`src/hdl/upd_pkg.sv`:
```
// Package for the URL percent-escape decoder.
// Character codes, escape phase codes and hex digit helpers; no dependencies.
package upd_pkg;

  localparam int unsigned ByteW = 8;
  localparam int unsigned MaxRes = 3;
  localparam int unsigned CntW = $clog2(MaxRes + 1);

  localparam logic [ByteW-1:0] PctChar   = 8'h25;
  localparam logic [ByteW-1:0] PlusChar  = 8'h2B;
  localparam logic [ByteW-1:0] SpaceChar = 8'h20;

  localparam logic [1:0] PhIdle  = 2'd0;
  localparam logic [1:0] PhPct   = 2'd1;
  localparam logic [1:0] PhDigit = 2'd2;

  // uppercase hex only
  function automatic logic is_hex(input logic [ByteW-1:0] b);
    return ((b >= 8'h30) && (b <= 8'h39)) || ((b >= 8'h41) && (b <= 8'h46));
  endfunction

  function automatic logic [3:0] hex_val(input logic [ByteW-1:0] b);
    logic [3:0] v;
    if ((b >= 8'h30) && (b <= 8'h39)) begin
      v = b[3:0];
    end else if ((b >= 8'h41) && (b <= 8'h46)) begin
      v = b[3:0] + 4'd9;
    end else begin
      v = 4'd0;
    end
    return v;
  endfunction

endpackage

```
`src/hdl/url_percent_decoder_core.sv`:
```
// Top level of the URL percent-escape decoder: escape state and result buffer.
// Depends on upd_pkg.
//
// Decodes a byte stream one byte per transfer: '+' becomes a space, '%' with two
// uppercase hex digits becomes one byte, and a broken or cut-off escape is passed
// on as a literal '%' (and held digit) before the offending byte is decoded again.
// Each input transfer yields zero to three output transfers; its results are
// registered together in a three-entry buffer that drains one byte per cycle while
// m_axis_tready is high; an input is accepted whenever the buffer is empty or its
// last entry leaves in the same cycle. Sustained rate is one input per cycle while
// each input makes at most one byte and the output is ready; an input making more
// bytes holds off the next input until its last byte leaves. Output tlast marks the
// last byte caused by an input, tuser marks the final byte of a string.
module url_percent_decoder_core
  import upd_pkg::*;
(
  input  logic             clk_i,
  input  logic             rst_ni,
  input  logic             s_axis_tvalid,
  output logic             s_axis_tready,
  input  logic [ByteW-1:0] s_axis_tdata,  // [7:0] in_byte
  input  logic             s_axis_tlast,  // is_last
  output logic             m_axis_tvalid,
  input  logic             m_axis_tready,
  output logic [ByteW-1:0] m_axis_tdata,  // [7:0] out_byte
  output logic             m_axis_tlast,  // run_last
  output logic             m_axis_tuser   // [0] string_end
);

  logic [1:0]       phase_q, phase_d;
  logic [ByteW-1:0] held_q, held_d;

  logic [ByteW-1:0] res_q [MaxRes];
  logic [ByteW-1:0] res_d [MaxRes];
  logic [CntW-1:0]  rem_q, cnt_d;
  logic             end_q;

  logic in_xfer, out_xfer;

  assign m_axis_tvalid = (rem_q != '0);
  assign m_axis_tdata  = res_q[0];
  assign m_axis_tlast  = (rem_q == CntW'(1));
  assign m_axis_tuser  = (rem_q == CntW'(1)) && end_q;

  assign out_xfer      = m_axis_tvalid && m_axis_tready;
  assign s_axis_tready = (rem_q == '0) || ((rem_q == CntW'(1)) && m_axis_tready);
  assign in_xfer       = s_axis_tvalid && s_axis_tready;

  // decode one input byte against the escape state
  always_comb begin
    logic [ByteW-1:0] b;
    logic             redo;
    b       = s_axis_tdata;
    redo    = 1'b0;
    cnt_d   = '0;
    phase_d = phase_q;
    held_d  = held_q;
    for (int i = 0; i < MaxRes; i++) begin
      res_d[i] = '0;
    end

    unique case (phase_q)
      PhPct: begin
        if (is_hex(b)) begin
          held_d  = b;
          phase_d = PhDigit;
        end else begin
          res_d[cnt_d[1:0]] = PctChar;
          cnt_d   = cnt_d + CntW'(1);
          phase_d = PhIdle;
          redo    = 1'b1;
        end
      end
      PhDigit: begin
        phase_d = PhIdle;
        if (is_hex(b)) begin
          res_d[cnt_d[1:0]] = {hex_val(held_q), hex_val(b)};
          cnt_d = cnt_d + CntW'(1);
        end else begin
          res_d[0] = PctChar;
          res_d[1] = held_q;
          cnt_d    = CntW'(2);
          redo     = 1'b1;
        end
      end
      default: begin
        phase_d = PhIdle;
        redo    = 1'b1;
      end
    endcase

    if (redo) begin
      if (b == PctChar) begin
        phase_d = PhPct;
      end else begin
        res_d[cnt_d[1:0]] = (b == PlusChar) ? SpaceChar : b;
        cnt_d = cnt_d + CntW'(1);
      end
    end

    // flush an open escape at end of string
    if (s_axis_tlast) begin
      if (phase_d == PhPct) begin
        res_d[cnt_d[1:0]] = PctChar;
        cnt_d = cnt_d + CntW'(1);
      end else if (phase_d == PhDigit) begin
        res_d[cnt_d[1:0]] = PctChar;
        cnt_d = cnt_d + CntW'(1);
        res_d[cnt_d[1:0]] = held_d;
        cnt_d = cnt_d + CntW'(1);
      end
      phase_d = PhIdle;
    end
  end

  always_ff @(posedge clk_i or negedge rst_ni) begin
    if (!rst_ni) begin
      phase_q <= PhIdle;
      held_q  <= '0;
      rem_q   <= '0;
      end_q   <= 1'b0;
    end else begin
      if (in_xfer) begin
        phase_q <= phase_d;
        held_q  <= held_d;
        rem_q   <= cnt_d;
        end_q   <= s_axis_tlast;
      end else if (out_xfer) begin
        rem_q <= rem_q - CntW'(1);
      end
    end
  end

  always_ff @(posedge clk_i) begin
    if (in_xfer) begin
      for (int i = 0; i < MaxRes; i++) begin
        res_q[i] <= res_d[i];
      end
    end else if (out_xfer) begin
      for (int i = 0; i < MaxRes - 1; i++) begin
        res_q[i] <= res_q[i+1];
      end
    end
  end

endmodule
```
`config.mk`:
```
export PLATFORM = sky130hd
export DESIGN_NAME = url_percent_decoder_core
export DESIGN_NICKNAME = d
export VERILOG_FILES = /design/src/hdl/upd_pkg.sv /design/src/hdl/url_percent_decoder_core.sv
export SDC_FILE = /design/constraint.sdc
export NUM_CORES = 1
export LEC_CHECK = 0
export CORE_UTILIZATION = 69
export CTS_CLUSTER_SIZE = 40
export DETAILED_ROUTE_END_ITERATION = 12
export DONT_BUFFER_PORTS = 1
export HOLD_SLACK_MARGIN = 0.06
export PLACE_DENSITY = 0.87
export SLEW_MARGIN = 5
export SYNTH_ARGS = -nofsm -noshare
export SYNTH_HDL_FRONTEND = slang
export SYNTH_SLANG_ARGS = --single-unit
```
`constraint.sdc`:
```
create_clock -name clk_i -period 4.8 [get_ports clk_i]
set_input_delay 0.24 -clock clk_i [delete_from_list [all_inputs] [get_ports clk_i]]
set_output_delay 0.24 -clock clk_i [all_outputs]
set_load 0.01 [all_outputs]
```
== After elaboration in Yosys (flattened, before gate mapping) ==
Memories as Yosys holds them, arrays and structs flattened.
Index checks and enable logic that the tools add are counted.

* RAM bits: 24
* Word-level logic and storage cells: 106
* Memories: 1
* Bits of input ports: 13
* Register bits after elaboration: 13

* Reductions and logical operators: 17
* Bitwise gates (word level): 8
* $lt $le $gt $ge: 14
* Multiplexer cells: 49
* $add $sub $neg: 6
* Eq/ne operators: 7

{| class="wikitable"
|+ Memories
! memory !! depth !! bits a word !! read ports !! clocked after Yosys merged registers in !! write ports !! line !! text
|-
| res_q || 3 || 8 || 3 || 0 || 3 || url_percent_decoder_core.sv:33 || <nowiki>logic [ByteW-1:0] res_q [MaxRes];</nowiki>
|}

{| class="wikitable"
|+ Operators by type and width
! cell !! number
|-
| 24-bit two-way mux || 5
|-
| 8-bit two-way mux || 11
|-
| 24-bit bitwise mux || 2
|-
| 8-bit demux with 2-bit select || 3
|-
| 2-bit two-way mux || 13
|-
| 8-bit by 6-bit == test with 1-bit output, second input constant || 2
|-
| 8-bit by 6-bit >= comparator with 1-bit output, second input constant || 2
|-
| 8-bit by 7-bit >= comparator with 1-bit output, second input constant || 2
|-
| 8-bit by 6-bit less-or-equal comparator with 1-bit output, second input constant || 2
|-
| 8-bit by 7-bit less-or-equal comparator with 1-bit output, second input constant || 2
|-
| 4-bit two-way mux || 4
|-
| 8-bit one-hot mux with 2 select lines || 1
|-
| 15-bit AND || 1
|-
| 15-bit NOT || 1
|-
| 1-bit logical AND || 11
|-
| 3-bit >= comparator, second input constant || 3
|-
| 3-bit by 1-bit less-than comparator with 1-bit output, second input constant || 3
|-
| 2-bit NOT with 3-bit output || 3
|-
| 9-bit bitwise OR || 1
|-
| 4-bit adder, second input constant || 2
|-
| 1-bit two-way mux || 8
|-
| 2-bit by 1-bit adder with 2-bit output, second input constant || 3
|-
| 2-bit by 1-bit == test with 1-bit output, second input constant || 3
|-
| 6-bit two-way mux || 1
|-
| 8 further kinds || 12
|}

== Longest topological paths before layout ==
* Word-level depth: 20
* Depth in mapped cells: 17

== Worst setup path before layout ==
OpenSTA, ideal clock, no wires.

* Path type: input -> register
* Start: input port s_axis_tdata[1]
* End: memory res_q[2][5], in the netlist res_q[1][5], data pin
* Stages on the path: 17
* Data required time: 4,673 ps
* Setup slack: 1,430 ps
* Buffers on the path: 2
* Arrival time: 3,243 ps
* Cells stage by stage: inv_1 ha_1 or3b_1 and4_1 buf_2 nor2_4 nand2_1 and2_1 ha_1 nand2_1 o22a_1 ha_1 buf_1 a21oi_1 or3_1 a21oi_1 a21o_2

{| class="wikitable"
|+ RTL lines
! item !! line !! text
|-
| from (decl) || url_percent_decoder_core.sv:21 || <nowiki>input logic [ByteW-1:0] s_axis_tdata,</nowiki>
|-
| to (decl) || url_percent_decoder_core.sv:33 ||
|}

==> flow_summary.ini <==
[layout]
final_nets = 335
area_delta_synth_final_pct = 1.90
utilization_pct = 75.9
final_cell_mix = nand2_1, edfxtp_1, nor2_1, o21ai_0, ha_1
design_area_um2 = 2880
final_cell_count_no_fill = 352
insertedDiodeCount = 0
layout_commonest_cell = nand2_1
drive_gt1_share_pct = 8.88

[timing]
fin_ws_ns = 1.13
setup_violations = 0
clock_skew_ns = 0.00918
hold_slack_ns = 0.0913
slew_viol_final = 0
finalSetupTns_ns = 0
hold_viol = 0
tightest_slew_ns = 1.16
relSlewSlack_pct = 22.5
rsz0062_at_grt = no
timing.fmax_mhz = 273
min_period_ns = 3.67
post-route-period-util_pct = 76.4

[route]
remaining_drc_errors = 0
drtIter0Drc = 501
antenna_left = 0
vias = 2556
wl_um = 7770
viasPerCell = 7.26
dr.pass1.iters = 6
wire_per_inst_um = 22.1

[critical_path]
crit_fanout = 7
r2r_cells = 13
critPathArrivalTime_ns = 3.72
cp-start-kind = flip-flop
r2r_slack_ns = 1.13
cp_data_required_time_ns = 4.85
worst_setup_path_end_kind = flip-flop
critical_path_class = reg -> reg
r2r_start = phase_q[0]
r2r_end = res_q[0][3]

[yosys]
synth_edf_count = 24
synth-seq-area-share_pct = 37.0
syn-cell-area_um2 = 2830
syn_inst = 312
synth_seq_cells = 37
yosysWarnings = 0
synth_nets = 344
synth_area_per_cell_um2 = 9.07
ys_types = 68
synth-async-reset-ratio_pct = 35.1
synth_ff_type = edfxtp_1

[clock_tree]
clk_pin_slew_ns = 0.08
cts-resized-gates = 0
post_cts_buffers = 0
postCtsHoldBufs = 2
clock_sink_count = 37
htree_levels = 2
cts_tree = built
clockBufferDepth = 2
clk-insertion-delay-late_ns = 0.30
cts_buffers = 5
cts-root-buf = clkbuf_8

[grt]
grtUsageTotal_pct = 40.1
grt_pass1_vias = 2424
overflow = 0
grt_pass1_wl_um = 12400
grt_max_degree = 20
antenna_found_initial = 0

[power]
finalPower_mw = 1.03
irDropWorstVdd_mv = 0.238
p_per_area_nw_per_um2 = 358
p_leak_nw = 1.16

[placed_design]
gp_congestion = 1.04
dp_slack_ns = 0.890
port_buffers = 0
hpwl_um = 5770
place_area_um2 = 2780
post-place-cells = 342

[die]
die_area_um2 = 4360
ios = 25
fp-row-count = 22
fp.dieW_um = 66.0
initial_utilization_pct = 74.5
dieHeight_um = 66.0
core_area_um2 = 3800

[outcome]
status = finished clean

[worst_hold_path]
holdCritStartpoint = s_axis_tdata[3]
hold_depth = 1
min_path_type = in -> reg
hold_end = held_q[3]

[flow_run]
cap_violations = 0
==> layer usage <==
layer | part of all wire, % | track usage (%) | vias to the layer above | routed length, um
met2 | 45 | 62.4 | 223 | 3530
li1 | - | - | 1131 | -
met3 | 12 | 10.9 | 58 | 956
met4 | 5.8 | 19.9 | 0 | 454
met5 | 0 | 0 | - | 0
met1 | 36 | 51.1 | 1144 | 2830
==> logic make-up (layout without fill, tap and decap cells) <==
group,Yosys count,in the layout,share of synthesized area [%]
AO/OA/AOI/OAI,96,96,23.2
XOR/XNOR,2,2,0.619
adder cells (fa/ha/maj),19,19,8.40
buffers and inverters,37,29,6.76
flip-flops,37,37,37.0
multiplexers,7,7,2.61
AND/OR/NAND/NOR,114,114,21.4
==> registers in the layout, indices dropped and copies added (netlist names) <==
| name | cells |
|---|---|
| res_q | 24 |
| rem_q | 2 |
| phase_q | 2 |
| held_q | 8 |
| end_q | 1 |
==> critical path, stage by stage (launching register included) <==
cell	delay [ns]
dfrtp_1	0.39
inv_1	0.07
ha_1	0.43
nand2b_1	0.21
or3_4	0.37
ha_1	0.31
nand2_1	0.05
o22a_1	0.23
inv_1	0.09
ha_1	0.19
a21oi_1	0.08
nor3_1	0.46
nor2_1	0.16
a221o_1	0.36
==> synthesized netlist by cell type, drive strengths merged (6+ instances only) <==
library cell   n  area [um^2]
nand2         37          139
o21ai         27          135
nor2          25          104
edfxtp        24          721
ha            19          238
inv           16         60.1
a21oi         15         78.8
buf           14         95.1
dfrtp         13          325
a21o           7         53.8
a22oi          7         52.6
nand3          7         35.0
clkbuf         6         32.5
==> how the worst max path moves through the flow <==
stage	startpoint	end	slack [ns]
CTS	s_axis_tdata[0]	res_q[0][3]	1.19
detailed placement	s_axis_tdata[0]	res_q[0][3]	0.89
global route	s_axis_tdata[0]	res_q[0][3]	0.92
finish	phase_q[0]	res_q[0][3]	1.13
floorplan	s_axis_tdata[1]	res_q[1][5]	1.43
global placement	s_axis_tdata[0]	res_q[0][3]	1.09
==> area by class of cell <==
cell class	instances	area (um^2)
clock buffers	5	68.8
clock inverters	3	17.5
fillers	272	915
inverters	17	63.8
multi-input cells	238	1590
flip-flops and latches	37	1050
well taps	48	60.1
repair buffers	4	35.0
==> report_power, final <==
part | total, mW | internal, mW | switching (mW)
Clock | 0.220 | 0.100 | 0.120
Combinational | 0.310 | 0.102 | 0.209
Sequential | 0.503 | 0.454 | 0.0493
Total | 1.03 | 0.656 | 0.378
(Power assumes the default switching activity.)
